===== config.mk =====
export PLATFORM = sky130hd
export DESIGN_NAME = rm2ypr_isqrt
export DESIGN_NICKNAME = d
export VERILOG_FILES = /design/src/hw/rtl/rm2ypr_isqrt.sv
export SDC_FILE = /design/constraint.sdc
export NUM_CORES = 1
export LEC_CHECK = 0
export ABC_AREA = 1
export BUFFER_PORTS_ARGS = -buffer_cell sky130_fd_sc_hd__buf_2
export CORE_ASPECT_RATIO = 0.8
export CORE_MARGIN = 2
export CORE_UTILIZATION = 64
export DETAILED_ROUTE_END_ITERATION = 6
export PLACE_DENSITY = 0.88
export SYNTH_ARGS = -nofsm -noshare
export SYNTH_HDL_FRONTEND = slang
export SYNTH_SLANG_ARGS = --single-unit

===== constraint.sdc =====
create_clock -name clk -period 2.73 [get_ports clk]
set_clock_uncertainty 0.2 [all_clocks]
set_input_delay 0.4095 -clock clk [delete_from_list [all_inputs] [get_ports clk]]
set_output_delay 0.4095 -clock clk [all_outputs]
set_load 0.02 [all_outputs]

===== src/hw/rtl/rm2ypr_isqrt.sv =====
// ============================================================================
// rm2ypr_isqrt
// Pipelined integer square root, one result bit per register stage.
// ============================================================================
module rm2ypr_isqrt (
    input  logic        clk,
    input  logic        en,
    input  logic [31:0] radicand,
    output logic [15:0] root
);

    localparam int STEPS = 16;

    logic [31:0] rem_reg [STEPS];
    logic [31:0] res_reg [STEPS];

    // One digit of the classic bitwise square root.
    function automatic logic [63:0] sqrt_step(
        input logic [31:0] rem,
        input logic [31:0] res,
        input int          k
    );
        logic [31:0] bitv;
        logic [31:0] trial;
        bitv = 32'(1) << (30 - 2 * k);
        trial = res + bitv;
        if (rem >= trial)
        begin
            return {rem - trial, (res >> 1) + bitv};
        end
        return {rem, res >> 1};
    endfunction

    // Each stage settles one bit of the root.
    always_ff @(posedge clk)
    begin
        if (en)
        begin
            {rem_reg[0], res_reg[0]} <= sqrt_step(radicand, '0, 0);
            for (int k = 1; k < STEPS; k++)
            begin
                {rem_reg[k], res_reg[k]} <= sqrt_step(rem_reg[k-1], res_reg[k-1], k);
            end
        end
    end

    assign root = res_reg[STEPS-1][15:0];

endmodule


== Word-level counts from Yosys, hierarchy flattened ==
Cells that the tools add are included.

* Add/subtract/negate cells: 45
* $lt $le $gt $ge: 16
* Mux-type cells: 64

{| class="wikitable"
|+ Operator list
! operator !! number
|-
| $mux W64 || 30
|-
| $ge A32 B32 Y1 || 15
|-
| $sub A32 B32 Y32 || 14
|-
| $add A31 B11 Y32 const B || 1
|-
| $add A31 B13 Y32 const B || 1
|-
| $add A31 B15 Y32 const B || 1
|-
| $add A31 B17 Y32 const B || 1
|-
| $add A31 B19 Y32 const B || 1
|-
| $add A31 B21 Y32 const B || 1
|-
| $add A31 B23 Y32 const B || 1
|-
| $add A31 B25 Y32 const B || 1
|-
| $add A31 B27 Y32 const B || 1
|-
| $add A31 B29 Y32 const B || 1
|-
| $add A31 B3 Y32 const B || 1
|-
| $add A31 B5 Y32 const B || 1
|-
| $add A31 B7 Y32 const B || 1
|-
| $add A31 B9 Y32 const B || 1
|-
| $add A32 B1 Y32 const B || 1
|-
| $add A32 B11 Y32 const B || 1
|-
| $add A32 B13 Y32 const B || 1
|-
| $add A32 B15 Y32 const B || 1
|-
| $add A32 B17 Y32 const B || 1
|-
| $add A32 B19 Y32 const B || 1
|-
| $add A32 B21 Y32 const B || 1
|-
| 13 further kinds || 45
|}

* Register bits: 945
* Input port bits: 34
* Output and inout port bits: 16

== Logic depth before layout (Yosys ltp) ==
* Depth after elaboration: 5
* Mapped depth: 14
* Gate-level depth less buffers: 14

== Worst setup path before layout ==
OpenSTA, ideal clock, no wires.

* Path kind: flip-flop to flip-flop
* Start: register rem_reg[207] (netlist bit)
* End: register rem_reg[177] (netlist bit), data pin
* Setup time: 0.251 ns
* Arrival time: 1.707 ns
* Required time: 2.279 ns
* Path slack: 0.572 ns
* Stages on the path, launching flop included: 11
* Path buffers: 1
* Cells stage by stage: edfxtp_1 -> ha_1 -> a21oi_1 -> nand2_1 -> a21oi_2 -> nor2_2 -> nor2_4 -> nand2_8 -> buf_6 -> nand2_1 -> nand2_2

* Word-level cells in the longest chain between the ends: 4

{| class="wikitable"
|+ RTL lines
! what !! RTL line !! source
|-
| start: declaration || 14 || <nowiki>logic [31:0] rem_reg [STEPS];</nowiki>
|-
| start signal: indexed assignment || 42 || <nowiki>{rem_reg[k], res_reg[k]} <= sqrt_step(rem_reg[k-1], res_reg[k-1], k);</nowiki>
|-
| $ge A32 B32 Y1 || 27 || <nowiki>if (rem >= trial)</nowiki>
|-
| $mux W1 || 27 ||
|-
| $mux W1 || 37 || <nowiki>if (en)</nowiki>
|-
| $mux W64 (*) || 31 || <nowiki>return {rem, res >> 1};</nowiki>
|}

Mark *: on every way between the ends. The rest lies on a longest branch, timed or not. The select of a mux whose other input is x is not followed.
A chain may end at the register's enable or synchronous reset.

== Worst setup path after layout ==
* Start: register res_reg[238] (netlist bit)
* End: register rem_reg[213] (netlist bit), data pin

* Word-level cells in the longest chain between the ends: 5

{| class="wikitable"
|+ RTL lines
! what !! RTL line !! source
|-
| start: declaration || 15 || <nowiki>logic [31:0] res_reg [STEPS];</nowiki>
|-
| start signal: indexed assignment || 42 ||
|-
| $add A32 B13 Y32 (*) || 26 || <nowiki>trial = res + bitv;</nowiki>
|-
| $ge A32 B32 Y1 || 27 ||
|-
| $mux W1 || 27 ||
|-
| $mux W1 || 37 ||
|-
| $mux W64 (*) || 31 ||
|}

Marked as above.

==> qor_table.md <==
| Parameter | This run |
|---|---|
| Hold violation total from the final report | 0 |
| Fraction of layout instances using a drive strength above 1 | 11.4% |
| Total wire length after detailed routing | 89400 µm |
| Arrival @ worst endpoint | 2.89 ns |
| Die Span X | 262 µm |
| Iteration-0 DRC Markers | 3647 |
| Pin count of the biggest net entering global routing | 106 |
| Pins over their slew limit | 0 |
| Simple-gate portion of the synthesized area | 23.9% |
| Max_slew headroom | 57.0% |
| Worst min-delay path category | flip-flop to flip-flop |
| GRT Total Usage | 32.4% |
| Min cycle time layout | 2.70 ns |
| Kind of start point of the critical path | flip-flop |
| Instance count of the mapped netlist | 3691 |
| Kind of end point of the critical path | flip-flop |
| Post-detailed-placement half-perimeter wirelength | 63100 µm |
| Post-Route Utilization | 72.7% |
| Cell internal pwr | 19.2 mW |
| PwrDens | 739 nW/µm² |
| Ant. Diodes | 0 |
| Worst r2r src | res_reg[238] |
| Count of max-cap constraint violations | 0 |
| Post-placement cell count | 4480 |
| Full die area | 55000 µm² |
| CP max stage delay | 0.58 ns |
| Main combinational cell family by area after synthesis | simple AND/OR/NAND/NOR gates |
| Min-Delay Endpoint | rem_reg[133] |
| Clock latency of the later-clocked register in the worst-skew pair | 0.69 ns |
| Critical register-to-register path endpoint | rem_reg[213] |
| Yosys Warn Count | 0 |
| Cell chosen for the clock root | clkbuf_16 |
| Layout-stage area growth over the synthesis result | 12.3% |
| Data required, critical path | 2.91 ns |
| CP Launch Point | res_reg[238] |
| Slowest stage cell, crit path | o21ai_0 |
| Clock net sink count | 616 |
| Max FFs per register | 480 |
| Top cell type by total area after synthesis | edfxtp_1 |
| Clock transition at the registers of the reported paths | 0.07 ns |
| H-Tree Level Count | 2 |
| Distinct cells, synth | 52 |
| Total CTS buffers | 59 |
| CTS tree | yes |
| Number of standard-cell rows in the floorplan | 75 |
| Maximum buffer depth of the clock tree | 3 |
| Number of setup violations in the final report | 0 |
| Combinational cell fraction of total power | 23.2% |
| Synthesized Nets | 3875 |
| Leakage power figure | 16.7 nW |
| Total number of nets in the final design | 4071 |
| Wire length of the first global-routing pass | 138000 µm |
| Mean area per synthesized cell | 9.21 µm² |
| Sequential-to-total area share from yosys stat | 54.4% |
| Type of the worst setup path | flip-flop to flip-flop |
| Slack of the worst reg-to-reg path | 0.03 ns |
| Placeable Area | 52500 µm² |
| Most frequently used flop master after synthesis | edfxtp_1 |
| Number of register bits inferred by synthesis | 616 |
| Antenna violations before repair | 0 |
| Fin cells | 4631 |
| Worst hold path cell count | 0 |
| Ranking of synthesized cells by area | edfxtp_1, nand2_1, inv_1 |
| Power share of the sequential group | 45.3% |
| Clock power frac | 31.6% |
| Switching power as a share of total power | 32.0% |
| First-pass iteration count of the detailed router | 7 |
| Peak fanout along the critical path | 6 |
| Post-synthesis instance area | 34000 µm² |
| Number of top-level pins | 50 |
| Failing checks | design-rule violations |
| Number of remaining DRC errors | 1 |
| Top Family by Delay on Critical Path | compound AO/OA/AOI/OAI gates |
| Number of input and output port buffers inserted | 49 |
| Status | complete, but fails checks |
| Via count of the first global-routing pass | 25600 |
| Fraction of the mapped netlist area in compound gates | 5.81% |
| Maximum vdd drop | 0.000678 V |
| Final global-route overflow total | 0 |
| Number of nets with antenna violations after detailed routing | 0 |
| Vias/cell | 5.81 |
| Starting utilization of the core area | 64.8% |
| Most Frequent Cell on Critical Path | nand2_1 |
| List of cells traversed by the critical path | inv_1, ha_1, a21oi_1, o21ai_0, nand2_1, nand2_1, nand2_1, nand3_1, nand2_1 |
| Post-synth ARST share | 0% |
| Final GP Congestion | 0.970 |
| Transition at the pin with the smallest max-transition slack | 0.638 ns |
| Routed length per instance | 19.3 µm |
| Total power consumption of the routed design | 28.2 mW |
| Count of cells along the worst register-to-register path | 9 |
| Share of the clock period used by the worst path | 98.9% |
| Net load switching power | 9.02 mW |
| Maximum operating frequency | 370 MHz |
| Worst hold slack across all endpoints | 0.205 ns |
| Overall die height | 210 µm |
| Fraction of synthesized cell area in xor and xnor cells | 2.78% |
| Worst path buffer plus inverter count | 1 |
| Arithmetic-cell share of the synthesized area counting full adders, half adders and majority gates | 5.52% |
| Number of enable flip-flop cells after synthesis | 616 |
| Accumulated negative setup slack | 0 ns |
| Hold_sp | rem_reg[165] |
| Share of cell area taken by muxes after synthesis | 0% |
| Area fraction of the dominant cell type after synthesis | 54.4% |
| Via count | 26900 |
| Setup repair after global routing missed its margin | yes |
[worst max-delay path by stage]
| stage | to | slack [ns] | cells past startpoint |
|---|---|---|---|
| global placement | rem_reg[75] | -0.12 | 7 |
| global route | rem_reg[213] | -0.06 | 9 |
| CTS | rem_reg[69] | 0.05 | 12 |
| finish | rem_reg[213] | 0.03 | 9 |
| detailed placement | rem_reg[77] | -0.25 | 7 |
| floorplan | rem_reg[177] | 0.57 | 10 |
[synth_stat cells (31+ instances only)]
library cell	instances
xnor2_1	59
edfxtp_1	616
o21ai_0	63
ha_1	150
nand2_1	1071
nand4_1	70
a21oi_2	63
o21ai_1	33
nand3_1	197
a21oi_1	92
inv_1	550
nor2_1	350
xor2_1	49
nor3_1	53
o21ai_2	31
nand3b_1	31
[power by group through the flow]
stage / clock [mW] / sequential (mW) / combinational, mW
floorplan: 0 / 12.5 / 4.52
global placement: 0 / 12.9 / 6.01
detailed placement: 0 / 12.9 / 6.21
CTS: 8.88 / 12.7 / 6.35
global route: 9.28 / 12.8 / 7.29
finish: 8.90 / 12.8 / 6.53
[final cells by class]
class	instances	area (µm²)
tap	693	867
clock buffer	65	1500
clock inverter	47	594
multi-input combinational	2453	13000
inverter	582	2200
fill	3415	14300
sequential	616	18500
timing repair buffer	175	1520
[stage by stage]
step                      area [µm²]  worst slack (ns)
after floorplan                34000             0.572
after global routing           38200           -0.0627
after global placement         35600            -0.124
after detailed placement       35600            -0.252
final                          38200            0.0288
after CTS                      38000            0.0496
[placed cells by master (no fill, tap or decap), types with 7 or more instances in the layout]
| master | instances |
|---|---|
| bufinv_16 | 10 |
| nor2_4 | 10 |
| nand2_1 | 1069 |
| nand4_1 | 70 |
| buf_12 | 19 |
| dlygate4sd3_1 | 33 |
| o21ai_2 | 31 |
| a21oi_1 | 89 |
| xnor2_1 | 59 |
| ha_1 | 148 |
| xor2_1 | 49 |
| a21oi_2 | 66 |
| o21bai_1 | 7 |
| nor2_1 | 349 |
| nand3_1 | 197 |
| buf_4 | 74 |
| clkbuf_16 | 59 |
| nand2_2 | 24 |
| clkinv_1 | 10 |
| buf_2 | 48 |
| nand3b_1 | 31 |
| inv_1 | 550 |
| clkinvlp_4 | 8 |
| clkinv_2 | 13 |
| nor2_2 | 15 |
| inv_2 | 24 |
| nor4_1 | 25 |
| o21ai_0 | 63 |
| or2_2 | 14 |
| nor3_1 | 52 |
| o21ai_1 | 33 |
| edfxtp_1 | 616 |
[per-layer routing]
| metal | GRT usage (%) | wire [µm] |
|---|---|---|
| met5 | 0 | 0 |
| met4 | 11.0 | 3300 |
| met3 | 5.66 | 9220 |
| met2 | 51.8 | 41200 |
| met1 | 45.0 | 35700 |
[logic make-up after synthesis]
group           after synthesis
compound gates              309
xor+xnor                    108
fa+ha+maj                   150
buf+inv                     623
flops                       616
simple gates               1885
[timing repair]
action	in CTS	in global routing
pin swaps	2	5
resized for setup	4	11
setup endpoints to repair	34	64
endpoints found under the hold margin	55	0
hold buffers	33	0
buffers inserted	0	5
gates cloned	1	0
(Power assumes the default switching activity.)
