File: src/hw/rtl/rm2ypr_pkg.sv
// ============================================================================
// rm2ypr_pkg
// Shared types and constants for the rotation matrix to yaw/pitch/roll block.
// ============================================================================
package rm2ypr_pkg;

    // Entry width of the Q1.14 matrix and of the output angles.
    localparam int IN_W = 16;
    localparam int OUT_W = 16;

    // Internal angles are kept in units of 2^-20 degree.
    localparam int INT_FRAC = 20;
    localparam int ZW = 30;

    // Width of one atan2 operand (a negated entry or a negated root).
    localparam int OPW = 18;

    // Width of the Q1.14 sine and cosine values.
    localparam int SCW = 17;

    // Configuration register widths and reset values.
    localparam int TOL_W = 14;
    localparam int RATIO_W = 9;
    localparam int CFG_W = 14;
    localparam logic [TOL_W-1:0] TOL_RESET = 14'd16;
    localparam logic [RATIO_W-1:0] RATIO_RESET = 9'd243;

    // Register indexes on the configuration port.
    localparam logic REG_TOLERANCE = 1'b0;
    localparam logic REG_SELECT_RATIO = 1'b1;

    // Angle constants in 2^-20 degree.
    localparam logic signed [ZW-1:0] DEG90 = 30'sd94371840;
    localparam logic signed [ZW-1:0] DEG180 = 30'sd188743680;

    // Start value of the rotation CORDIC, the inverse gain in Q2.30.
    localparam int SCX_W = 33;
    localparam logic signed [SCX_W-1:0] KGAIN = 33'sd652032874;

    // atan(2^-i) in 2^-20 degree, rounded to nearest.
    localparam int ATAN_N = 24;
    localparam logic signed [ZW-1:0] ATAN_TAB [ATAN_N] = '{
        30'sd47185920, 30'sd27855475, 30'sd14718068, 30'sd7471121,
        30'sd3750058,  30'sd1876857,  30'sd938658,   30'sd469357,
        30'sd234682,   30'sd117342,   30'sd58671,    30'sd29335,
        30'sd14668,    30'sd7334,     30'sd3667,     30'sd1833,
        30'sd917,      30'sd458,      30'sd229,      30'sd115,
        30'sd57,       30'sd29,       30'sd14,       30'sd7
    };

    // Nine matrix entries, row major, entry 0 in the low bits.
    typedef logic [8:0][IN_W-1:0] mvec_t;

    // One input beat: a full rotation matrix.
    typedef struct packed {
        logic signed [IN_W-1:0] entry_r0c0;
        logic signed [IN_W-1:0] entry_r0c1;
        logic signed [IN_W-1:0] entry_r0c2;
        logic signed [IN_W-1:0] entry_r1c0;
        logic signed [IN_W-1:0] entry_r1c1;
        logic signed [IN_W-1:0] entry_r1c2;
        logic signed [IN_W-1:0] entry_r2c0;
        logic signed [IN_W-1:0] entry_r2c1;
        logic signed [IN_W-1:0] entry_r2c2;
    } matrix_t;

    // One output beat: the three angles and two flags.
    typedef struct packed {
        logic signed [OUT_W-1:0] yaw_angle;
        logic signed [OUT_W-1:0] pitch_angle;
        logic signed [OUT_W-1:0] roll_angle;
        logic match_ok;
        logic gimbal_locked;
    } angles_t;

    // Sign-extends a matrix entry to atan2 operand width.
    function automatic logic signed [OPW-1:0] to_operand(input logic [IN_W-1:0] v);
        return OPW'($signed(v));
    endfunction

endpackage

File: src/hw/rtl/rm2ypr_atan2.sv
// ============================================================================
// rm2ypr_atan2
// Pipelined vectoring CORDIC giving atan2(y, x) rounded to output units.
// ============================================================================
module rm2ypr_atan2 #(
    parameter int NSTG = 16,
    parameter int FRAC = 7
) (
    input  logic                                 clk,
    input  logic                                 en,
    input  logic signed [rm2ypr_pkg::OPW-1:0]    y,
    input  logic signed [rm2ypr_pkg::OPW-1:0]    x,
    output logic signed [FRAC+8:0]               angle
);

    localparam int ANG_W = FRAC + 9;
    localparam int XW = 36;
    localparam int ZW = rm2ypr_pkg::ZW;
    localparam int OUT_SHIFT = rm2ypr_pkg::INT_FRAC - FRAC;
    localparam logic signed [ZW-1:0] RND_HALF = ZW'(1 << (OUT_SHIFT - 1));

    logic signed [XW-1:0] x_reg [NSTG+1];
    logic signed [XW-1:0] y_reg [NSTG+1];
    logic signed [ZW-1:0] z_reg [NSTG+1];
    logic                 zero_reg [NSTG+1];
    logic signed [ANG_W-1:0] angle_reg;

    logic signed [rm2ypr_pkg::OPW-1:0] x_pre;
    logic signed [rm2ypr_pkg::OPW-1:0] y_pre;
    logic signed [ZW-1:0] z_pre;
    logic signed [ZW-1:0] z_cl;
    logic signed [ZW-1:0] z_rnd;

    // Move a left half-plane vector to the right half plane by 180 degrees.
    always_comb
    begin
        x_pre = x;
        y_pre = y;
        z_pre = '0;
        if (x[rm2ypr_pkg::OPW-1])
        begin
            z_pre = y[rm2ypr_pkg::OPW-1] ? -rm2ypr_pkg::DEG180 : rm2ypr_pkg::DEG180;
            x_pre = -x;
            y_pre = -y;
        end
    end

    // Entry stage and the micro-rotation stages.
    always_ff @(posedge clk)
    begin
        if (en)
        begin
            x_reg[0] <= XW'(x_pre) <<< 16;
            y_reg[0] <= XW'(y_pre) <<< 16;
            z_reg[0] <= z_pre;
            zero_reg[0] <= (x == '0) && (y == '0);
            for (int i = 0; i < NSTG; i++)
            begin
                if (!y_reg[i][XW-1])
                begin
                    x_reg[i+1] <= x_reg[i] + (y_reg[i] >>> i);
                    y_reg[i+1] <= y_reg[i] - (x_reg[i] >>> i);
                    z_reg[i+1] <= z_reg[i] + rm2ypr_pkg::ATAN_TAB[i];
                end
                else
                begin
                    x_reg[i+1] <= x_reg[i] - (y_reg[i] >>> i);
                    y_reg[i+1] <= y_reg[i] + (x_reg[i] >>> i);
                    z_reg[i+1] <= z_reg[i] - rm2ypr_pkg::ATAN_TAB[i];
                end
                zero_reg[i+1] <= zero_reg[i];
            end
            angle_reg <= z_rnd[ANG_W-1:0];
        end
    end

    // Clamp to a half turn, then round half up to output units.
    always_comb
    begin
        z_cl = z_reg[NSTG];
        if (z_cl > rm2ypr_pkg::DEG180)
        begin
            z_cl = rm2ypr_pkg::DEG180;
        end
        else if (z_cl < -rm2ypr_pkg::DEG180)
        begin
            z_cl = -rm2ypr_pkg::DEG180;
        end
        if (zero_reg[NSTG])
        begin
            z_cl = '0;
        end
        z_rnd = (z_cl + RND_HALF) >>> OUT_SHIFT;
    end

    assign angle = angle_reg;

endmodule

File: config.mk
export PLATFORM = sky130hd
export DESIGN_NAME = rm2ypr_atan2
export DESIGN_NICKNAME = d
export VERILOG_FILES = /design/src/hw/rtl/rm2ypr_pkg.sv /design/src/hw/rtl/rm2ypr_atan2.sv
export SDC_FILE = /design/constraint.sdc
export NUM_CORES = 2
export LEC_CHECK = 0
export CORE_MARGIN = 2
export CORE_UTILIZATION = 40
export CTS_CLUSTER_SIZE = 40
export DETAILED_ROUTE_END_ITERATION = 16
export DONT_BUFFER_PORTS = 1
export MAX_ROUTING_LAYER = met4
export SYNTH_ARGS = -nofsm -noshare
export SYNTH_HDL_FRONTEND = slang
export SYNTH_SLANG_ARGS = --single-unit
export TNS_END_PERCENT = 20
File: constraint.sdc
create_clock -name clk -period 6.5 [get_ports clk]
set_clock_uncertainty 0.05 [all_clocks]
set_input_delay 0.325 -clock clk [delete_from_list [all_inputs] [get_ports clk]]
set_output_delay 0.325 -clock clk [all_outputs]
set_load 0.05 [all_outputs]
# [Yosys cells after proc, flatten, opt, wreduce, memory -nomap -nowiden]
# Memories as Yosys holds them, arrays and structs flattened.
# Index checks and enable logic that the tools add are counted.
[totals] mem_count=4 ram_bits=1751 register_bits=16 elab_cells=309
[mem_list] name="x_reg" words=17 width=36 rd=16 rd_clocked_by_memory_dff=0 write_ports=17 line="rm2ypr_atan2.sv:22" source="logic signed [XW-1:0] x_reg [NSTG+1];"
[mem_list] name="y_reg" words=17 width=36 rd=16 rd_clocked_by_memory_dff=0 write_ports=17 line="rm2ypr_atan2.sv:23" source="logic signed [XW-1:0] y_reg [NSTG+1];"
[mem_list] name="z_reg" words=17 width=30 rd=17 rd_clocked_by_memory_dff=0 write_ports=17 line="rm2ypr_atan2.sv:24" source="logic signed [ZW-1:0] z_reg [NSTG+1];"
[mem_list] name="zero_reg" words=17 width=1 rd=17 rd_clocked_by_memory_dff=0 write_ports=17 line="rm2ypr_atan2.sv:25" source="logic zero_reg [NSTG+1];"
[classes] n_bitwise=48 add_sub_neg=98 n_mux=153 reduce_logical=3 n_lt_le_gt_ge=2
[op_table] op="$mux W36" n=32
[op_table] op="$mux W30" n=18
[op_table] op="$mux W1" n=98
[op_table] op="$mux W29" n=3
[op_table] op="$add A36 B21 Y36" n=2
[op_table] op="$add A36 B22 Y36" n=2
[op_table] op="$add A36 B23 Y36" n=2
[op_table] op="$add A36 B24 Y36" n=2
[op_table] op="$add A36 B25 Y36" n=2
[op_table] op="$add A36 B26 Y36" n=2
[op_table] op="$add A36 B27 Y36" n=2
[op_table] op="$add A36 B28 Y36" n=2
[op_table] op="$add A36 B29 Y36" n=2
[op_table] op="$add A36 B30 Y36" n=2
[op_table] op="$add A36 B31 Y36" n=2
[op_table] op="$add A36 B32 Y36" n=2
[op_table] op="$add A36 B33 Y36" n=2
[op_table] op="$add A36 B34 Y36" n=2
[op_table] op="$add A36 B35 Y36" n=2
[op_table] op="$sub A36 B21 Y36" n=2
[op_table] op="$sub A36 B22 Y36" n=2
[op_table] op="$sub A36 B23 Y36" n=2
[op_table] op="$sub A36 B24 Y36" n=2
[op_table] op="$sub A36 B25 Y36" n=2
[op_table] op="52 further kinds" n=113

# [Depth between registers and ports, before layout]
# An unclocked memory read counts as a cell.
[logic_depth] word_depth=6 depth_mapped=23

# [Worst setup path after synthesis]
# No wires, ideal clock.
[synth_timing] path_kind="input port to flip-flop" startpoint="input en" endpoint="memory y_reg[13][35], data pin" cell_stages=19 slack_ns=1.202 arrival_time_ns=4.986 setup_ns=0.262 path_cell_list="clkbuf_1 clkbuf_1 clkbuf_1 nand2_1 inv_1 clkbuf_1 nor2_1 xor2_1 ha_1 a21oi_1 o21bai_1 o41ai_1 a2bb2oi_1 o211ai_1 a221o_1 a21oi_1 or3_1 a31oi_1 xor2_1"
[synth_rtl] element="from (decl)" line="rm2ypr_atan2.sv:10" source="input logic en,"
[synth_rtl] element="to (decl)" line="rm2ypr_atan2.sv:23"

==> results.sh <==
export IMPL_outcome="complete, no violations"
export IMPL_antenna_found_initial=1
export IMPL_dieArea_sq_um=294000
export IMPL_layout_common_cells="edfxtp_1, ha_1, a21oi_1"
export IMPL_report_final_slew_viol_count=0
export IMPL_grt_util_met2_pct=34.8
export IMPL_vias=90400
export IMPL_yosysSeqAreaShare_pct=35.3
export IMPL_final_area_sq_um=129000
export IMPL_totalNegativeSetupSlack_ns=0
export IMPL_dpl_cell_count=16000
export IMPL_r2r_slack_ns=0.65
export IMPL_clock_latency_ns=0.85
export IMPL_reg2reg_depth=19
export IMPL_netlist_instances=12200
export IMPL_whs_path_depth=3
export IMPL_synth_nets=13600
export IMPL_num_rows=197
export IMPL_synth_warnings=0
export IMPL_syn_area_per_cell_sq_um=9.52
export IMPL_drive_gt1_share_pct=5.43
export IMPL_async_flop_share_pct=0
export IMPL_regToRegStartpoint="y_reg[5][9]"
export IMPL_fin_cells=16400
export IMPL_final_common_cell="edfxtp_1"
export IMPL_hp_start="y[10]"
export IMPL_post_route_drc_count=0
export IMPL_hold_path_class="primary input to register"
export IMPL_cts_max_level=4
export IMPL_grt_pass1_vias=85600
export IMPL_placed_area_sq_um=122000
export IMPL_period_share_pct=90.0
export IMPL_clockBufferDepth=4
export IMPL_worst_slew_pin_slew_ns=1.12
export IMPL_cp_arrival_ns=6.35
export IMPL_ys_flop_type="edfxtp_1"
export IMPL_core_sq_um=288000
export IMPL_endpoint_kind="register"
export IMPL_grt_use_met3_pct=1.71
export IMPL_grt_first_pass_wirelength_microns=465000
export IMPL_cts_tree="yes"
export IMPL_io_buffers=0
export IMPL_path_class="register to register"
export IMPL_critical_path_max_fanout=7
export IMPL_drt_pass1_iterations=7
export IMPL_via_per_inst=5.51
export IMPL_ys_ff_latch=1365
export IMPL_setup_violations=0
export IMPL_post_drt_wl_per_cell_microns=17.9
export IMPL_final_util_pct=44.7
export IMPL_cts_sinks=1365
export IMPL_ioPinCount=54
export IMPL_dp_hpwl_microns=231000
export IMPL_grt_max_degree=235
export IMPL_critPathRequiredTime_ns=7.00
export IMPL_drv_cap=0
export IMPL_grt_use_total_pct=19.9
export IMPL_cts_root_buf="clkbuf_16"
export IMPL_use_met1_pct=24.3
export IMPL_drtIter0Drc=5501
export IMPL_path_clk_slew_ns=0.06
export IMPL_wirelength_microns=295000
export IMPL_fin_nets=13900
export IMPL_initial_core_util_pct=40.2
export IMPL_die_y_microns=543
export IMPL_regToRegEndpoint="x_reg[6][35]"
export IMPL_min_to="y_reg[0][32]"
export IMPL_grt_overflow=0
export IMPL_fp_dieW_microns=543
export IMPL_yosysUniqueCellTypes=87
export IMPL_critPathLaunchType="register"
export IMPL_largest_reg_flops=456
export IMPL_routabilityCongestion=0.927
export IMPL_area_growth_pct=11.0
export IMPL_min_period_ns=5.85
export IMPL_postRouteAntennaNets=0
export IMPL_slew_headroom_pct=24.0
export IMPL_netlist_area_sq_um=116000
export IMPL_top_usage_layer="met2"
export IMPL_finalHoldViolCount=0
export IMPL_fmax_mhz=171
export IMPL_rsz0062_at_grt="no"
export IMPL_synth_enable_flop_cells=1365
export IMPL_cts_buffers=168
## through the flow
| stage | setup WS (ns) | hold slack, ns |
|---|---|---|
| after floorplan | 1.20 | 0.350 |
| after global placement | -0.543 | 0.353 |
| after detailed placement | -0.470 | 0.355 |
| after CTS | 0.329 | 0.0127 |
| after global routing | 0.115 | 0.0824 |
| final | 0.651 | 0.0901 |
## synthesized netlist by cell type (28+ instances only)
master / instances / share of area [%]
a2111oi_0: 31 / 0.23
a211o_1: 29 / 0.22
a211oi_1: 100 / 0.65
a21boi_0: 47 / 0.30
a21o_1: 558 / 3.6
a21oi_1: 1154 / 5.0
a31o_2: 28 / 0.21
a31oi_1: 122 / 0.66
and2_1: 56 / 0.30
and3_1: 107 / 0.58
clkbuf_1: 217 / 0.70
edfxtp_1: 1365 / 35
fa_1: 41 / 0.71
ha_1: 1311 / 14
inv_1: 488 / 1.6
mux2i_1: 33 / 0.28
nand2_1: 740 / 2.4
nand2b_1: 228 / 1.2
nand3_1: 223 / 0.96
nand4_1: 102 / 0.55
nor2_1: 931 / 3.0
nor2b_1: 172 / 0.93
nor3_1: 283 / 1.2
nor3b_1: 41 / 0.27
nor4_1: 85 / 0.46
o211ai_1: 50 / 0.32
o21a_1: 178 / 1.2
o21ai_0: 749 / 3.2
o21bai_1: 145 / 0.94
o31ai_1: 150 / 0.97
o41ai_1: 89 / 0.67
or2_2: 43 / 0.23
or3_1: 110 / 0.59
or4_1: 42 / 0.27
xnor2_1: 1139 / 8.6
xor2_1: 613 / 4.6
## metal layers
metal,part of all wire (%),up-vias
li1,-,45900
met5,0,-
met1,44,42400
met4,3.1,0
met3,3.4,466
met2,50,1649
## layout make-up
| type | instances | area, sq um |
|---|---|---|
| flip-flops and latches | 1365 | 41000 |
| multi-input cells | 10100 | 72300 |
| repair buffers | 379 | 3360 |
| fillers | 27800 | 160000 |
| clock inverters | 116 | 1280 |
| diodes | 4 | 10.0 |
| inverters | 492 | 1850 |
| well taps | 3781 | 4730 |
| clock buffers | 188 | 4320 |
## worst max-delay path: stages, from the launching register on
cell and delay [ns]:
edfxtp_1 0.51, nor3_1 0.30, nor3b_1 0.32, nand2_1 0.17, nor3_1 0.57, and3_1 0.31
a21oi_1 0.09, xnor2_1 0.15, ha_1 0.39, a21o_1 0.24, a21o_1 0.18, a21oi_1 0.14
o21ai_0 0.15, or3_1 0.37, a211oi_1 0.47, o31ai_1 0.22, o41ai_1 0.50, o21bai_1 0.11
a21oi_1 0.19, xnor2_1 0.10
## logic make-up (layout without fill, tap and decap cells)
group | Yosys count | in the layout | synth area share [%]
compound gates | 3677 | 3677 | 20.1
xor+xnor | 1752 | 1752 | 13.2
mux | 48 | 48 | 0.430
flops | 1365 | 1365 | 35.3
buf+inv | 729 | 1175 | 2.36
fa+ha+maj | 1352 | 1352 | 14.8
other cells | 0 | 4 | 0
simple gates | 3256 | 3256 | 13.7
## timing repair
item | 4_1_cts | 5_1_grt
hold endpoints to repair | 167 | 0
hold buffers | 73 | 0
setup buffers | 0 | 0
setup endpoints to repair | 0 | 7
gates resized for setup | 0 | 0
## how the worst max path moves through the flow
stage / start / depth (start not counted) / end
5_1_grt: en / 22 / y_reg[14][35]
4_1_cts: en / 22 / y_reg[14][35]
6_report: y_reg[5][9] / 19 / x_reg[6][35]
3_3_place_gp: en / 21 / y_reg[14][35]
3_5_place_dp: en / 21 / y_reg[14][35]
2_1_floorplan: en / 19 / y_reg[13][35]
Power is not shown: default switching activity piles up to over one toggle a cycle in this logic, so the estimate is an artifact.
