File: config.mk
export PLATFORM = sky130hd
export DESIGN_NAME = rm2ypr_sincos
export DESIGN_NICKNAME = d
export VERILOG_FILES = /design/src/hw/rtl/rm2ypr_pkg.sv /design/src/hw/rtl/rm2ypr_sincos.sv
export SDC_FILE = /design/constraint.sdc
export NUM_CORES = 2
export LEC_CHECK = 0
export BUFFER_PORTS_ARGS = -buffer_cell sky130_fd_sc_hd__buf_2
export CORE_MARGIN = 8
export CORE_UTILIZATION = 60
export CTS_CLUSTER_SIZE = 25
export DETAILED_ROUTE_END_ITERATION = 8
export PLACE_DENSITY_LB_ADDON = 0.15
export RECOVER_POWER = 25
export SYNTH_ARGS = -nofsm -noshare
export SYNTH_HDL_FRONTEND = slang
export SYNTH_SLANG_ARGS = --single-unit
File: constraint.sdc
create_clock -name clk -period 6.65 [get_ports clk]
set_clock_uncertainty 0.2 [all_clocks]
set_input_delay 0.665 -clock clk [delete_from_list [all_inputs] [get_ports clk]]
set_output_delay 0.665 -clock clk [all_outputs]
set_load 0.02 [all_outputs]
File: src/hw/rtl/rm2ypr_pkg.sv
// ============================================================================
// rm2ypr_pkg
// Shared types and constants for the rotation matrix to yaw/pitch/roll block.
// ============================================================================
package rm2ypr_pkg;

    // Entry width of the Q1.14 matrix and of the output angles.
    localparam int IN_W = 16;
    localparam int OUT_W = 16;

    // Internal angles are kept in units of 2^-20 degree.
    localparam int INT_FRAC = 20;
    localparam int ZW = 30;

    // Width of one atan2 operand (a negated entry or a negated root).
    localparam int OPW = 18;

    // Width of the Q1.14 sine and cosine values.
    localparam int SCW = 17;

    // Configuration register widths and reset values.
    localparam int TOL_W = 14;
    localparam int RATIO_W = 9;
    localparam int CFG_W = 14;
    localparam logic [TOL_W-1:0] TOL_RESET = 14'd16;
    localparam logic [RATIO_W-1:0] RATIO_RESET = 9'd243;

    // Register indexes on the configuration port.
    localparam logic REG_TOLERANCE = 1'b0;
    localparam logic REG_SELECT_RATIO = 1'b1;

    // Angle constants in 2^-20 degree.
    localparam logic signed [ZW-1:0] DEG90 = 30'sd94371840;
    localparam logic signed [ZW-1:0] DEG180 = 30'sd188743680;

    // Start value of the rotation CORDIC, the inverse gain in Q2.30.
    localparam int SCX_W = 33;
    localparam logic signed [SCX_W-1:0] KGAIN = 33'sd652032874;

    // atan(2^-i) in 2^-20 degree, rounded to nearest.
    localparam int ATAN_N = 24;
    localparam logic signed [ZW-1:0] ATAN_TAB [ATAN_N] = '{
        30'sd47185920, 30'sd27855475, 30'sd14718068, 30'sd7471121,
        30'sd3750058,  30'sd1876857,  30'sd938658,   30'sd469357,
        30'sd234682,   30'sd117342,   30'sd58671,    30'sd29335,
        30'sd14668,    30'sd7334,     30'sd3667,     30'sd1833,
        30'sd917,      30'sd458,      30'sd229,      30'sd115,
        30'sd57,       30'sd29,       30'sd14,       30'sd7
    };

    // Nine matrix entries, row major, entry 0 in the low bits.
    typedef logic [8:0][IN_W-1:0] mvec_t;

    // One input beat: a full rotation matrix.
    typedef struct packed {
        logic signed [IN_W-1:0] entry_r0c0;
        logic signed [IN_W-1:0] entry_r0c1;
        logic signed [IN_W-1:0] entry_r0c2;
        logic signed [IN_W-1:0] entry_r1c0;
        logic signed [IN_W-1:0] entry_r1c1;
        logic signed [IN_W-1:0] entry_r1c2;
        logic signed [IN_W-1:0] entry_r2c0;
        logic signed [IN_W-1:0] entry_r2c1;
        logic signed [IN_W-1:0] entry_r2c2;
    } matrix_t;

    // One output beat: the three angles and two flags.
    typedef struct packed {
        logic signed [OUT_W-1:0] yaw_angle;
        logic signed [OUT_W-1:0] pitch_angle;
        logic signed [OUT_W-1:0] roll_angle;
        logic match_ok;
        logic gimbal_locked;
    } angles_t;

    // Sign-extends a matrix entry to atan2 operand width.
    function automatic logic signed [OPW-1:0] to_operand(input logic [IN_W-1:0] v);
        return OPW'($signed(v));
    endfunction

endpackage

File: src/hw/rtl/rm2ypr_sincos.sv
// ============================================================================
// rm2ypr_sincos
// Pipelined rotation CORDIC giving Q1.14 cosine and sine of an output angle.
// ============================================================================
module rm2ypr_sincos #(
    parameter int NSTG = 16,
    parameter int FRAC = 7
) (
    input  logic                                 clk,
    input  logic                                 en,
    input  logic signed [FRAC+8:0]               angle,
    output logic signed [rm2ypr_pkg::SCW-1:0]    cos_val,
    output logic signed [rm2ypr_pkg::SCW-1:0]    sin_val
);

    localparam int ZW = rm2ypr_pkg::ZW;
    localparam int XW = rm2ypr_pkg::SCX_W;
    localparam int SCW = rm2ypr_pkg::SCW;
    localparam int OUT_SHIFT = rm2ypr_pkg::INT_FRAC - FRAC;
    localparam logic signed [XW-1:0] RND_Q14 = XW'(32768);

    logic signed [XW-1:0] x_reg [NSTG+1];
    logic signed [XW-1:0] y_reg [NSTG+1];
    logic signed [ZW-1:0] z_reg [NSTG+1];
    logic                 flip_reg [NSTG+1];
    logic signed [SCW-1:0] cos_reg;
    logic signed [SCW-1:0] sin_reg;

    logic signed [ZW-1:0] z_wide;
    logic signed [ZW-1:0] z_fold;
    logic                 flip;
    logic signed [XW-1:0] x_rnd;
    logic signed [XW-1:0] y_rnd;
    logic signed [SCW-1:0] c_fin;
    logic signed [SCW-1:0] s_fin;

    // Widen to 2^-20 degree and fold into the right half plane.
    always_comb
    begin
        z_wide = ZW'(angle) <<< OUT_SHIFT;
        z_fold = z_wide;
        flip = 1'b0;
        if (z_wide > rm2ypr_pkg::DEG90)
        begin
            z_fold = z_wide - rm2ypr_pkg::DEG180;
            flip = 1'b1;
        end
        else if (z_wide < -rm2ypr_pkg::DEG90)
        begin
            z_fold = z_wide + rm2ypr_pkg::DEG180;
            flip = 1'b1;
        end
    end

    // Round to Q1.14 and undo the fold.
    always_comb
    begin
        x_rnd = (x_reg[NSTG] + RND_Q14) >>> 16;
        y_rnd = (y_reg[NSTG] + RND_Q14) >>> 16;
        c_fin = x_rnd[SCW-1:0];
        s_fin = y_rnd[SCW-1:0];
        if (flip_reg[NSTG])
        begin
            c_fin = -c_fin;
            s_fin = -s_fin;
        end
    end

    // Entry stage, micro-rotations, output stage.
    always_ff @(posedge clk)
    begin
        if (en)
        begin
            x_reg[0] <= rm2ypr_pkg::KGAIN;
            y_reg[0] <= '0;
            z_reg[0] <= z_fold;
            flip_reg[0] <= flip;
            for (int i = 0; i < NSTG; i++)
            begin
                if (!z_reg[i][ZW-1])
                begin
                    x_reg[i+1] <= x_reg[i] - (y_reg[i] >>> i);
                    y_reg[i+1] <= y_reg[i] + (x_reg[i] >>> i);
                    z_reg[i+1] <= z_reg[i] - rm2ypr_pkg::ATAN_TAB[i];
                end
                else
                begin
                    x_reg[i+1] <= x_reg[i] + (y_reg[i] >>> i);
                    y_reg[i+1] <= y_reg[i] - (x_reg[i] >>> i);
                    z_reg[i+1] <= z_reg[i] + rm2ypr_pkg::ATAN_TAB[i];
                end
                flip_reg[i+1] <= flip_reg[i];
            end
            cos_reg <= c_fin;
            sin_reg <= s_fin;
        end
    end

    assign cos_val = cos_reg;
    assign sin_val = sin_reg;

endmodule

**Word level (Yosys, flattened, before mapping)**

Memories as Yosys holds them, arrays and structs flattened.
Index checks and enable logic that the tools add are counted.

- Input port bits: 18
- Memories kept: 4
- Flip-flop bits (word level): 34
- Word-level logic and storage cells: 309
- Memory bits (writable): 1649
- Output and inout port bits: 34

Memories:

| name | depth | width | read ports | clocked after Yosys merged registers in | write ports | line | text |
|---|---|---|---|---|---|---|---|
| x_reg | 17 | 33 | 17 | 0 | 17 | rm2ypr_sincos.sv:22 | `logic signed [XW-1:0] x_reg [NSTG+1];` |
| y_reg | 17 | 33 | 17 | 0 | 17 | rm2ypr_sincos.sv:23 | `logic signed [XW-1:0] y_reg [NSTG+1];` |
| z_reg | 17 | 30 | 16 | 0 | 17 | rm2ypr_sincos.sv:24 | `logic signed [ZW-1:0] z_reg [NSTG+1];` |
| flip_reg | 17 | 1 | 17 | 0 | 17 | rm2ypr_sincos.sv:25 | `logic flip_reg [NSTG+1];` |

- Add/subtract/negate cells: 101
- Bitwise operators: 48
- $lt $le $gt $ge: 2
- Multiplexer cells: 152

Operators by type and width:

| cell | count |
|---|---|
| 33-bit two-way mux | 32 |
| 30-bit two-way mux | 18 |
| 1-bit two-way mux | 100 |
| 33-bit by 17-bit adder with 33-bit output (second input constant) | 2 |
| 33-bit by 18-bit adder with 33-bit output | 2 |
| 33-bit by 19-bit adder with 33-bit output | 2 |
| 33-bit by 20-bit adder with 33-bit output | 2 |
| 33-bit by 21-bit adder with 33-bit output | 2 |
| 33-bit by 22-bit adder with 33-bit output | 2 |
| 33-bit by 23-bit adder with 33-bit output | 2 |
| 33-bit by 24-bit adder with 33-bit output | 2 |
| 33-bit by 25-bit adder with 33-bit output | 2 |
| 33-bit by 26-bit adder with 33-bit output | 2 |
| 33-bit by 27-bit adder with 33-bit output | 2 |
| 33-bit by 28-bit adder with 33-bit output | 2 |
| 33-bit by 29-bit adder with 33-bit output | 2 |
| 33-bit by 30-bit adder with 33-bit output | 2 |
| 33-bit by 31-bit adder with 33-bit output | 2 |
| 33-bit by 32-bit adder with 33-bit output | 2 |
| 33-bit by 18-bit subtractor with 33-bit output | 2 |
| 33-bit by 19-bit subtractor with 33-bit output | 2 |
| 33-bit by 20-bit subtractor with 33-bit output | 2 |
| 33-bit by 21-bit subtractor with 33-bit output | 2 |
| 33-bit by 22-bit subtractor with 33-bit output | 2 |
| other kinds (51) | 111 |

**Depth between registers and ports, before layout**

An unclocked memory read counts as a cell.

- Depth after elaboration: 5
- Gate-level depth with buffers: 21
- Mapped depth without buffers: 21

**Worst setup path after synthesis**

No wires, ideal clock.

- Path kind: in2reg
- From: input en
- To: memory x_reg[7][32] in the netlist's numbering (data pin)
- Path slack: 0.920 ns
- Required time: 6.191 ns
- Setup time: 0.259 ns
- Stages on the path: 18
- Path buffers: 4
- Arrival time: 5.271 ns
- Path through: clkbuf_1 clkbuf_1 nand2_1 clkbuf_1 clkbuf_1 o21ai_0 fa_1 a21o_1 a21oi_1 o21ai_0 a21oi_1 o21ai_0 o311ai_0 a21oi_1 a2111oi_0 o21ai_0 a21oi_1 xnor2_1

RTL lines:

| element | line | text |
|---|---|---|
| from (decl) | rm2ypr_sincos.sv:10 | `input logic en,` |
| to (decl) | rm2ypr_sincos.sv:22 |  |

==> flow_summary.yaml <==
outcome:
  status: "finished, violations left"
  violations: "capacitance limit, slew limit"
clock_tree:
  cts_buffer_depth: 3
  cts_buffers: 162
  root_buffer: "clkbuf_16"
  cts_tree: "done"
  clock_latency_ns: 0.81
  path_clk_slew_ns: 0.06
  cts_sinks: 1388
  ctsHoldBuffers: 13
  cts_setup_buffers: 0
  ctsResizeCount: 0
  htree_levels: 4
critical_path:
  cp-start-kind: "register"
  critPathKind: "register to register"
  r2r-start: "x_reg[4][9]"
  timing.critical_path.cells: "or3_1 > or4_1 > nor3_1 > nand2_1 > or4_1 > o41ai_1 > nand2_1 > xnor2_1 > ha_1 > and3_1 > o211a_1 > a2111oi_0 > buf_4 > o31ai_1 > a21o_1 > a21oi_1 > xnor3_1"
  critPathRequiredTime_ns: 7.00
  cp_max_fo: 5
  worstPathArrival_ns: 6.27
  worstReg2RegEnd: "y_reg[5][32]"
  rr_worst_depth: 17
  ff2ff_setup_slack_ns: 0.72
  critPathCaptureType: "register"
  critPathSlowestCell: "o41ai_1"
  cp_slowest_stage_delay_ns: 0.74
floorplan:
  core_sq_um: 192000
  rows: 161
  die_y_microns: 456
  die_x_microns: 456
  start_util_pct: 60.3
  io_pins: 52
  fp.dieArea_sq_um: 208000
placement:
  hpwl_mm: 233
  portBuffers: 51
  gp_congestion: 0.963
synthesis:
  synth_top_family_by_area: "compound AO/OA/AOI/OAI gates"
  synth_async_sr_flop_share_pct: 0
  synth_top_area_share_pct: 36.0
  syn_area_per_cell_sq_um: 9.72
  netlist_area_sq_um: 116000
  synth_seq_cells: 1388
  ys_warn_count: 0
  synthSimpleGateAreaFrac_pct: 12.1
  synth_top_area_cell: "edfxtp_1"
  synth_compound_gate_area_share_pct: 20.1
  synth_cell_types: 81
  synthCells: 11900
  synth-adder-area-share_pct: 15.1
  synthXorXnorAreaFrac_pct: 13.6
  synth_area_leaders: "edfxtp_1, ha_1, xnor2_1"
  syn_nets: 13300
  synthFlopType: "edfxtp_1"
  synthMuxAreaShare_pct: 0.926
  synth_edf_count: 1388
  ys_seq_area_share_pct: 36.0
timing:
  maxSlewHeadroom_pct: -156
  min_period_over_period_pct: 89.1
  hold_ws_ns: 0.0737
  worst_pin_slew_ns: 3.84
  fmax_ghz: 0.169
  setup_viol: 0
  fin_crit_ns: 5.93
  finalMaxSlewViolations: 517
  report.final.hold_viol_count: 0
  rsz0062_at_grt: "false"
  finalSetupTns_ns: 0
finish:
  multi_input_area_sq_um: 71700
  drive_gt1_share_pct: 4.00
  layout_common_cells: "edfxtp_1, ha_1, a21oi_1"
  ff_latch_area_sq_um: 41700
  fillers: 15500
  largest_register_ff_count: 481
  finalNetCount: 13400
  final_common_cell: "edfxtp_1"
  syn2layout_area_growth_pct: 7.63
routing:
  route.detailed.drc: 0
  drt_wl_total_mm: 295
  vias: 91500
  first_iter_violations: 7334
  wire_per_inst_microns: 20.1
  drt_pre_antenna_iters: 7
  vias_per_cell: 6.22
  drtAntennaViolNets: 0
hold_path:
  hold_path_depth: 1
  hold_end: "z_reg[14][19]"
  min_path_type: "input port to register"
  min_from: "en"
global_route:
  grt.overflow.total: 0
  grt_util_all_layers_pct: 27.2
  grt_pass1_wl_mm: 468
  grt_pass1_vias: 88300
  grt_max_degree: 143
  grt_antenna_before_repair: 3
flow_run:
  drv_cap: 10
-- routing by layer --
metal,GRT usage [%],wire length [microns],up-vias
li1,-,-,44700
met1,34.4,125000,43600
met2,47.3,142000,2586
met3,3.72,16000,628
met4,10.2,12000,0
met5,0,0,-
-- how the worst max path moves through the flow --
stage / endpoint / startpoint
final: y_reg[5][32] / x_reg[4][9]
after global routing: y_reg[9][22] / en
after CTS: y_reg[5][32] / x_reg[4][9]
after detailed placement: x_reg[7][32] / en
after global placement: x_reg[7][32] / en
after floorplan: x_reg[7][32] / en
-- cells in the mapped netlist (19+ instances only) --
| cell | n |
|---|---|
| a2111oi_0 | 32 |
| a211o_1 | 28 |
| a211oi_1 | 92 |
| a21boi_0 | 38 |
| a21o_1 | 591 |
| a21oi_1 | 1268 |
| a221o_1 | 20 |
| a221oi_1 | 32 |
| a311oi_1 | 24 |
| a31o_2 | 25 |
| a31oi_1 | 110 |
| a41oi_1 | 27 |
| and2_1 | 48 |
| and3_1 | 116 |
| and4_1 | 24 |
| buf_1 | 26 |
| clkbuf_1 | 178 |
| edfxtp_1 | 1388 |
| fa_1 | 47 |
| ha_1 | 1323 |
| inv_1 | 465 |
| mux2_2 | 34 |
| mux2i_1 | 69 |
| nand2_1 | 650 |
| nand2b_1 | 177 |
| nand3_1 | 215 |
| nand3b_1 | 19 |
| nand4_1 | 76 |
| nor2_1 | 881 |
| nor2b_1 | 166 |
| nor3_1 | 244 |
| nor3b_1 | 27 |
| nor4_1 | 78 |
| o211ai_1 | 47 |
| o21a_1 | 162 |
| o21ai_0 | 647 |
| o21bai_1 | 169 |
| o31a_1 | 29 |
| o31ai_1 | 145 |
| o41ai_1 | 55 |
| or2_2 | 39 |
| or3_1 | 64 |
| or4_1 | 52 |
| xnor2_1 | 1155 |
| xor2_1 | 645 |
-- cell type report --
cell class              count  area share, %
clock inverters           107          0.963
diodes                      2        0.00401
inverters                 478           1.44
flip-flops and latches   1388           33.4
clock buffers             189           3.40
repair buffers            146          0.809
well taps                2526           2.53
multi-input cells        9857           57.4
-- metrics by stage --
step | std cells | util, % | setup WS, ns | area (sq um)
floorplan | 11900 | - | 0.920 | 116000
global placement | 14400 | 62.1 | 0.808 | 119000
detailed placement | 14400 | 62.1 | 0.773 | 119000
CTS | 14700 | 65.0 | 0.854 | 125000
global route | 14700 | 64.9 | 0.279 | 125000
finish | 14700 | 64.9 | 0.725 | 125000
-- logic make-up (layout without fill, tap and decap cells) --
logic type               count (synthesis)  count (layout)
AND/OR/NAND/NOR                       2899            2899
XOR/XNOR                              1801            1801
flip-flops                            1388            1388
multiplexers                           103             103
AO/OA/AOI/OAI                         3684            3684
adder cells (fa/ha/maj)               1370            1370
other                                    0               2
buffers and inverters                  686             920
-- critical path: cells and delay by family (launching register included) --
family                   cells  cell delay [ns]
AND/OR/NAND/NOR              7             2.41
flip-flops                   1             0.45
adder cells (fa/ha/maj)      1             0.34
AO/OA/AOI/OAI                6             1.67
XOR/XNOR                     2             0.39
buffers and inverters        1             0.21
Power is left out: the tool's default activity adds up to more than one toggle a clock period on the data nets, which glitch-free logic cannot reach.
