--- config.mk ---
export PLATFORM = sky130hd
export DESIGN_NAME = rm2ypr_select
export DESIGN_NICKNAME = d
export VERILOG_FILES = /design/src/hw/rtl/rm2ypr_pkg.sv /design/src/hw/rtl/rm2ypr_select.sv
export SDC_FILE = /design/constraint.sdc
export NUM_CORES = 2
export LEC_CHECK = 0
export BUFFER_PORTS_ARGS = -buffer_cell sky130_fd_sc_hd__buf_2
export CAP_MARGIN = 20
export CORE_AREA = 2 2 325 408
export DETAILED_ROUTE_END_ITERATION = 8
export DIE_AREA = 0 0 327 410
export GPL_ROUTABILITY_DRIVEN = 0
export PLACE_DENSITY = 0.82
export REMOVE_ABC_BUFFERS = 1
export SKIP_CTS_REPAIR_TIMING = 1
export SYNTH_ARGS = -nofsm -noshare
export SYNTH_HDL_FRONTEND = slang
export SYNTH_SLANG_ARGS = --single-unit
--- constraint.sdc ---
create_clock -name clk -period 8.7 [get_ports clk]
set_input_delay 1.74 -clock clk [delete_from_list [all_inputs] [get_ports clk]]
set_output_delay 1.74 -clock clk [all_outputs]
set_load 0.03 [all_outputs]
--- src/hw/rtl/rm2ypr_pkg.sv ---
// ============================================================================
// rm2ypr_pkg
// Shared types and constants for the rotation matrix to yaw/pitch/roll block.
// ============================================================================
package rm2ypr_pkg;

    // Entry width of the Q1.14 matrix and of the output angles.
    localparam int IN_W = 16;
    localparam int OUT_W = 16;

    // Internal angles are kept in units of 2^-20 degree.
    localparam int INT_FRAC = 20;
    localparam int ZW = 30;

    // Width of one atan2 operand (a negated entry or a negated root).
    localparam int OPW = 18;

    // Width of the Q1.14 sine and cosine values.
    localparam int SCW = 17;

    // Configuration register widths and reset values.
    localparam int TOL_W = 14;
    localparam int RATIO_W = 9;
    localparam int CFG_W = 14;
    localparam logic [TOL_W-1:0] TOL_RESET = 14'd16;
    localparam logic [RATIO_W-1:0] RATIO_RESET = 9'd243;

    // Register indexes on the configuration port.
    localparam logic REG_TOLERANCE = 1'b0;
    localparam logic REG_SELECT_RATIO = 1'b1;

    // Angle constants in 2^-20 degree.
    localparam logic signed [ZW-1:0] DEG90 = 30'sd94371840;
    localparam logic signed [ZW-1:0] DEG180 = 30'sd188743680;

    // Start value of the rotation CORDIC, the inverse gain in Q2.30.
    localparam int SCX_W = 33;
    localparam logic signed [SCX_W-1:0] KGAIN = 33'sd652032874;

    // atan(2^-i) in 2^-20 degree, rounded to nearest.
    localparam int ATAN_N = 24;
    localparam logic signed [ZW-1:0] ATAN_TAB [ATAN_N] = '{
        30'sd47185920, 30'sd27855475, 30'sd14718068, 30'sd7471121,
        30'sd3750058,  30'sd1876857,  30'sd938658,   30'sd469357,
        30'sd234682,   30'sd117342,   30'sd58671,    30'sd29335,
        30'sd14668,    30'sd7334,     30'sd3667,     30'sd1833,
        30'sd917,      30'sd458,      30'sd229,      30'sd115,
        30'sd57,       30'sd29,       30'sd14,       30'sd7
    };

    // Nine matrix entries, row major, entry 0 in the low bits.
    typedef logic [8:0][IN_W-1:0] mvec_t;

    // One input beat: a full rotation matrix.
    typedef struct packed {
        logic signed [IN_W-1:0] entry_r0c0;
        logic signed [IN_W-1:0] entry_r0c1;
        logic signed [IN_W-1:0] entry_r0c2;
        logic signed [IN_W-1:0] entry_r1c0;
        logic signed [IN_W-1:0] entry_r1c1;
        logic signed [IN_W-1:0] entry_r1c2;
        logic signed [IN_W-1:0] entry_r2c0;
        logic signed [IN_W-1:0] entry_r2c1;
        logic signed [IN_W-1:0] entry_r2c2;
    } matrix_t;

    // One output beat: the three angles and two flags.
    typedef struct packed {
        logic signed [OUT_W-1:0] yaw_angle;
        logic signed [OUT_W-1:0] pitch_angle;
        logic signed [OUT_W-1:0] roll_angle;
        logic match_ok;
        logic gimbal_locked;
    } angles_t;

    // Sign-extends a matrix entry to atan2 operand width.
    function automatic logic signed [OPW-1:0] to_operand(input logic [IN_W-1:0] v);
        return OPW'($signed(v));
    endfunction

endpackage

--- src/hw/rtl/rm2ypr_select.sv ---
// ============================================================================
// rm2ypr_select
// Picks one of the two angle solutions, or the gimbal-lock form.
// ============================================================================
module rm2ypr_select #(
    parameter int FRAC = 7
) (
    input  logic                                   clk,
    input  logic                                   en,
    input  logic [rm2ypr_pkg::RATIO_W-1:0]         ratio,
    input  logic                                   gimbal,
    input  logic signed [FRAC+8:0]                 cand_a [3],
    input  logic signed [FRAC+8:0]                 cand_b [3],
    output logic signed [FRAC+8:0]                 angle [3],
    output logic                                   gimbal_out
);

    localparam int ANG_W = FRAC + 9;
    localparam int MW = ANG_W - 1;
    localparam int PW = MW + rm2ypr_pkg::RATIO_W;
    localparam int SQW = 2 * MW;
    localparam int SSW = SQW + 2;

    logic [MW-1:0] abs_a [3];
    logic [MW-1:0] abs_b [3];
    logic [MW-1:0] max_a;
    logic [MW-1:0] max_b;

    logic signed [ANG_W-1:0] a1_reg [3];
    logic signed [ANG_W-1:0] b1_reg [3];
    logic                    g1_reg;
    logic [MW-1:0]           ma1_reg;
    logic [MW-1:0]           mb1_reg;
    logic [SQW-1:0]          sqa_reg [3];
    logic [SQW-1:0]          sqb_reg [3];

    logic signed [ANG_W-1:0] a2_reg [3];
    logic signed [ANG_W-1:0] b2_reg [3];
    logic                    g2_reg;
    logic [PW-1:0]           sa_reg;
    logic [PW-1:0]           sb_reg;
    logic [PW-1:0]           ra_reg;
    logic [PW-1:0]           rb_reg;
    logic [SSW-1:0]          ssa_reg;
    logic [SSW-1:0]          ssb_reg;

    logic signed [ANG_W-1:0] pick [3];
    logic signed [ANG_W-1:0] angle_reg [3];
    logic                    g3_reg;

    // Magnitudes and their maximum per candidate.
    always_comb
    begin
        for (int k = 0; k < 3; k++)
        begin
            abs_a[k] = cand_a[k][ANG_W-1] ? MW'(-cand_a[k]) : MW'(cand_a[k]);
            abs_b[k] = cand_b[k][ANG_W-1] ? MW'(-cand_b[k]) : MW'(cand_b[k]);
        end
        max_a = abs_a[0];
        if (abs_a[1] > max_a)
        begin
            max_a = abs_a[1];
        end
        if (abs_a[2] > max_a)
        begin
            max_a = abs_a[2];
        end
        max_b = abs_b[0];
        if (abs_b[1] > max_b)
        begin
            max_b = abs_b[1];
        end
        if (abs_b[2] > max_b)
        begin
            max_b = abs_b[2];
        end
    end

    // Stage one squares, stage two ratio products and sums of squares.
    always_ff @(posedge clk)
    begin
        if (en)
        begin
            for (int k = 0; k < 3; k++)
            begin
                a1_reg[k] <= cand_a[k];
                b1_reg[k] <= cand_b[k];
                sqa_reg[k] <= SQW'(abs_a[k]) * SQW'(abs_a[k]);
                sqb_reg[k] <= SQW'(abs_b[k]) * SQW'(abs_b[k]);
                a2_reg[k] <= a1_reg[k];
                b2_reg[k] <= b1_reg[k];
                angle_reg[k] <= pick[k];
            end
            g1_reg <= gimbal;
            ma1_reg <= max_a;
            mb1_reg <= max_b;

            g2_reg <= g1_reg;
            sa_reg <= PW'({ma1_reg, 8'b0});
            sb_reg <= PW'({mb1_reg, 8'b0});
            ra_reg <= PW'(ratio) * PW'(mb1_reg);
            rb_reg <= PW'(ratio) * PW'(ma1_reg);
            ssa_reg <= SSW'(sqa_reg[0]) + SSW'(sqa_reg[1]) + SSW'(sqa_reg[2]);
            ssb_reg <= SSW'(sqb_reg[0]) + SSW'(sqb_reg[1]) + SSW'(sqb_reg[2]);

            g3_reg <= g2_reg;
        end
    end

    // Solution A is tested first; ties on the sum of squares go to A.
    always_comb
    begin
        if (g2_reg)
        begin
            pick[0] = a2_reg[0];
            pick[1] = a2_reg[1];
            pick[2] = '0;
        end
        else if (sa_reg < ra_reg)
        begin
            pick = a2_reg;
        end
        else if (sb_reg < rb_reg)
        begin
            pick = b2_reg;
        end
        else if (ssa_reg <= ssb_reg)
        begin
            pick = a2_reg;
        end
        else
        begin
            pick = b2_reg;
        end
    end

    assign angle = angle_reg;
    assign gimbal_out = g3_reg;

endmodule

# Word level (Yosys, flattened, before mapping)

Memory sizes are Yosys's and may differ from the RTL's. A register that Yosys moved wholly into a read port is not among the register bits.
Index checks and enable logic that the tools add are counted.

Memory bits (read-only): 0
Bits in writable memories: 276
Memories kept: 4
Bits in registers: 223
Input bits: 108
Latch bits: 0

Memory list:

| memory  | depth | bits a word | rd ports | clocked after memory_dff | write ports | RTL line            | text |
|---|---|---|---|---|---|---|---|
| sqa_reg | 3     | 30          | 3        | 0                        | 3           | rm2ypr_select.sv:34 | `logic [SQW-1:0] sqa_reg [3];` |
| sqb_reg | 3     | 30          | 3        | 0                        | 3           | rm2ypr_select.sv:35 | `logic [SQW-1:0] sqb_reg [3];` |
| a1_reg  | 3     | 16          | 3        | 3                        | 3           | rm2ypr_select.sv:29 | `logic signed [ANG_W-1:0] a1_reg [3];` |
| b1_reg  | 3     | 16          | 3        | 3                        | 3           | rm2ypr_select.sv:30 | `logic signed [ANG_W-1:0] b1_reg [3];` |

Div/mod/pow operators: 0
Multiply operators: 8
$lt $le $gt $ge: 7
Bitwise gates (word level): 0
Eq/ne operators: 0
Add/sub/neg operators: 10
Shift-type cells: 0
Multiplexer cells: 16
Reduce and logical (&&, ||, !) cells: 0

Operators with widths:

| kind                                  | number |
|---|---|
| two-way mux 48 bit                    | 4 |
| multiplier 15 x 15 -> 30 bit          | 6 |
| two-way mux 15 bit                    | 10 |
| negator 15 bit                        | 6 |
| adder 31 x 30 -> 32 bit               | 2 |
| adder 30 x 30 -> 31 bit               | 2 |
| greater-than comparator 15 bit        | 4 |
| less-than comparator 23 x 24 -> 1 bit | 2 |
| multiplier 9 x 15 -> 24 bit           | 2 |
| <= comparator 32 bit                  | 1 |
| two-way mux 1 bit                     | 2 |

# Logic depth before layout (Yosys ltp)

Depth in word-level cells: 6
Mapped depth: 33

# Worst setup path after synthesis

No wires, ideal clock.

Path kind: input to register
Start point: input cand_a[32] (netlist name)
End point: memory sqa_reg[0][28] (netlist name), data pin
Path buffers: 2
Setup time: 0.258 ns
Slack: -0.607 ns
Cell stages on the path: 31
Data arrival time: 9.049 ns
Data required time: 8.442 ns
Cell sequence: buf_2 clkinv_1 ha_1 nand2b_1 or4_1 nand2b_1 o31ai_1 xnor2_1 inv_1 clkbuf_1 nor2_1 fa_1 inv_1 fa_1 inv_1 fa_1 fa_1 fa_1 inv_1 fa_1 inv_1 ha_1 nand4_1 nor2_1 a2111oi_1 o31ai_1 a22o_1 a2111oi_0 o21bai_1 a21oi_1 xnor2_1

RTL lines:

| what        | RTL line            | text |
|---|---|---|
| from (decl) | rm2ypr_select.sv:12 | `input logic signed [FRAC+8:0] cand_a [3],` |
| to (decl)   | rm2ypr_select.sv:34 |  |

==> qor.csv <==
stage,metric,value,unit
route,Wirelength per Cell,20.2,um
floorplanning,core region area,0.131,mm^2
floorplanning,Die ar.,0.134,mm^2
sta,Final Worst Setup Slack,-0.139,ns
logic_synthesis,synthesized cell area,0.0713,mm^2
sta,final period utilization,102,%
cells_and_area,fraction of layout cells with a size suffix above 1,14.4,%
logic_synthesis,"Async S/R FF share, synth",0,%
critical_path,Worst R2R Path Depth,18,
job,Max-Cap Viols,0,
critical_path,critical path class,in -> reg,
floorplanning,Die W,327,um
min_path,hold path depth,0,
logic_synthesis,ys flop type,edfxtp_1,
sta,Rel. slew slack,28.1,%
sta,Worst Skew,0.0323,ns
critical_path,"slowest stage delay, CP",0.55,ns
global_route,GR Util met2,49.1,%
logic_synthesis,Post-synth top cells,"1499 x inv_1, 1056 x fa_1, 804 x ha_1",
clock_network,Worst-path clk slew,0.06,ns
route,ANT nets after route,0,
critical_path,reg2reg setup slack,3.19,ns
logic_synthesis,syn avg cell area,10.4,um^2
logic_synthesis,Yosys reg bits,583,
clock_network,maximum root-to-sink buffer count,3,
global_route,GRT Util Overall,28.7,%
clock_network,clock root buffer master,clkbuf_16,
route,Iteration-0 DRC Markers,4654,
sta,Fmax,113,MHz
sta,Final Max Tran Viols,0,
global_route,GRT met1 Usage,33.1,%
route,# DRC,0,
floorplanning,num rows,149,
critical_path,Slowest cell on crit path,fa_1,
logic_synthesis,Ys Warns,0,
place,Port-buffer cells,156,
floorplanning,num ports,157,
cells_and_area,Nets,9652,
logic_synthesis,synth unique cells,86,
clock_network,Worst-Skew Late Latency,0.65,ns
logic_synthesis,"EDFF count, synth",583,
sta,setup violators final,3,
critical_path,critical path required time,9.08,ns
global_route,antenna violations before repair,11,
logic_synthesis,top-area cell type share of the netlist area,29.7,%
min_path,Hold EP,a2_reg[33]$_DFFE_PP_,
critical_path,r2r startpoint,mb1_reg[5]$_DFFE_PP_,
logic_synthesis,Syn Inst Count,6879,
place,dpl hpwl,153000,um
route,Pre-Repair DR Iteration Count,7,
critical_path,R2R Path End,ra_reg[22]$_DFFE_PP_,
clock_network,H-tree depth,3,
sta,hold slack final,0.408,ns
global_route,global-route wire length before repair,300000,um
global_route,grt total ovfl,0,
floorplanning,Initial Util,54.5,%
critical_path,Setup crit start kind,primary input,
global_route,via count of the first global-routing pass,57800,
critical_path,CP Capture Type,register,
logic_synthesis,sequential cell area fraction in the yosys report,24.6,%
run_status,failing checks,setup timing,
clock_network,CTS tree,built,
clock_network,TritonCTS buffer count,66,
run_status,status,"complete, but fails checks",
critical_path,worst-path maximum fanout,3,
min_path,Worst Hold Class,reg -> reg,
min_path,Hold Path Origin,a1_reg[0][1]$_DFFE_PP_,
floorplanning,chip height,410,um
sta,setup TNS,-0.305,ns
clock_network,CTS sink count,583,
global_route,largest net degree at the start of global routing,187,
global_route,global route hottest layer,met2,
cells_and_area,Area Growth Syn to Fin,14.4,%
sta,RSZ-0062 raised after global routing,yes,
route,Vias per Instance,5.63,
sta,Final min period,8.84,ns
sta,Final Hold Vio Count,0,
critical_path,crit path DAT,9.22,ns
logic_synthesis,most common cell in the netlist,inv_1,
route,Total Wirelength,191000,um
global_route,met3 Use GR,5.99,%
logic_synthesis,"top cells by area, synth","fa_1 30%, edfxtp_1 25%, ha_1 14%",
route,via count,53300,
sta,Worst-Margin Slew,1.08,ns
logic_synthesis,"area leader, netlist",fa_1,
[worst max-delay path, delay by kind of cell]
family                     cells  cell delay [ns]
AOI/OAI and AO/OA              7             1.44
xor gates and xnor gates       2             0.34
adders and majority gates      7             3.31
buffers and inverters          9             0.82
and+or+nand+nor                5             1.58
[cells by family (layout without fill, tap and decap cells)]
group / count (synthesis) / after routing / share of synthesized area (%)
adder cells (fa/ha/maj): 1860 / 1860 / 43.8
AND/OR/NAND/NOR: 1520 / 1520 / 9.61
flip-flops: 583 / 583 / 24.6
XOR/XNOR: 352 / 352 / 4.35
multiplexers: 117 / 117 / 1.71
buffers and inverters: 1681 / 2527 / 8.88
AO/OA/AOI/OAI: 765 / 765 / 7.11
other: 1 / 8 / 0.00526
[worst max-delay path by stage]
stage / from / endpoint / slack, ns / cells after the start
3_3_place_gp: cand_b[24] / sqb_reg[0][59]$_DFFE_PP_ / -0.65 / 28
5_1_grt: cand_a[33] / sqa_reg[0][28]$_DFFE_PP_ / -0.31 / 29
6_report: cand_a[33] / sqa_reg[0][28]$_DFFE_PP_ / -0.14 / 30
4_1_cts: cand_b[24] / sqb_reg[0][59]$_DFFE_PP_ / -0.09 / 28
2_1_floorplan: cand_b[24] / sqb_reg[0][59]$_DFFE_PP_ / -0.68 / 26
3_5_place_dp: cand_b[24] / sqb_reg[0][59]$_DFFE_PP_ / -0.76 / 28
[metrics by stage]
stage               area [um^2]  cells  utilization, %  setup slack [ns]
finish                    81500   9468            62.4            -0.139
global route              81500   9466            62.4            -0.311
CTS                       81100   9452            62.1           -0.0939
detailed placement        79000   9338            60.5            -0.756
global placement          79000   9338            60.5            -0.651
floorplan                 70800   6749               -            -0.680
[layout make-up]
cell class | count | area, um^2
fill | 9543 | 49200
multi-input combinational | 4620 | 47800
sequential | 583 | 17500
timing repair buffer | 867 | 6180
inverter | 1546 | 5800
tap | 1736 | 2170
clock buffer | 75 | 1690
clock inverter | 39 | 392
antenna | 2 | 5.00
[cell usage in the layout (no fill, tap or decap), drive strengths merged, types with 8 or more instances in the layout]
cell        n
fa       1056
o21bai     34
and2      134
a221o       9
a211oi     20
a21oi     218
a221oi      8
nand4      36
nor3       44
nor2      417
o21ai     142
or4        13
a2111oi    11
nand2     639
clkbuf     75
o31a       11
nand3      43
xor2       93
o21a       37
a31o        8
a21boi     10
nand2b     77
clkinv     46
o31ai      27
o211ai      9
mux2i      78
a21o      139
nor4       11
o41ai      13
and3       21
a31oi      19
nor2b      32
mux2       39
or2        10
xnor2     259
buf       867
ha        804
inv      1529
edfxtp    583
or3        18
[metal layers]
| metal | vias up | share of wire [%] |
|---|---|---|
| li1 | 23600 | - |
| met1 | 26500 | 35 |
| met2 | 2499 | 49 |
| met3 | 783 | 8.9 |
| met4 | 12 | 7.1 |
| met5 | - | 0.043 |
Power is not shown: default switching activity piles up to over one toggle a cycle in this logic, so the estimate is an artifact.
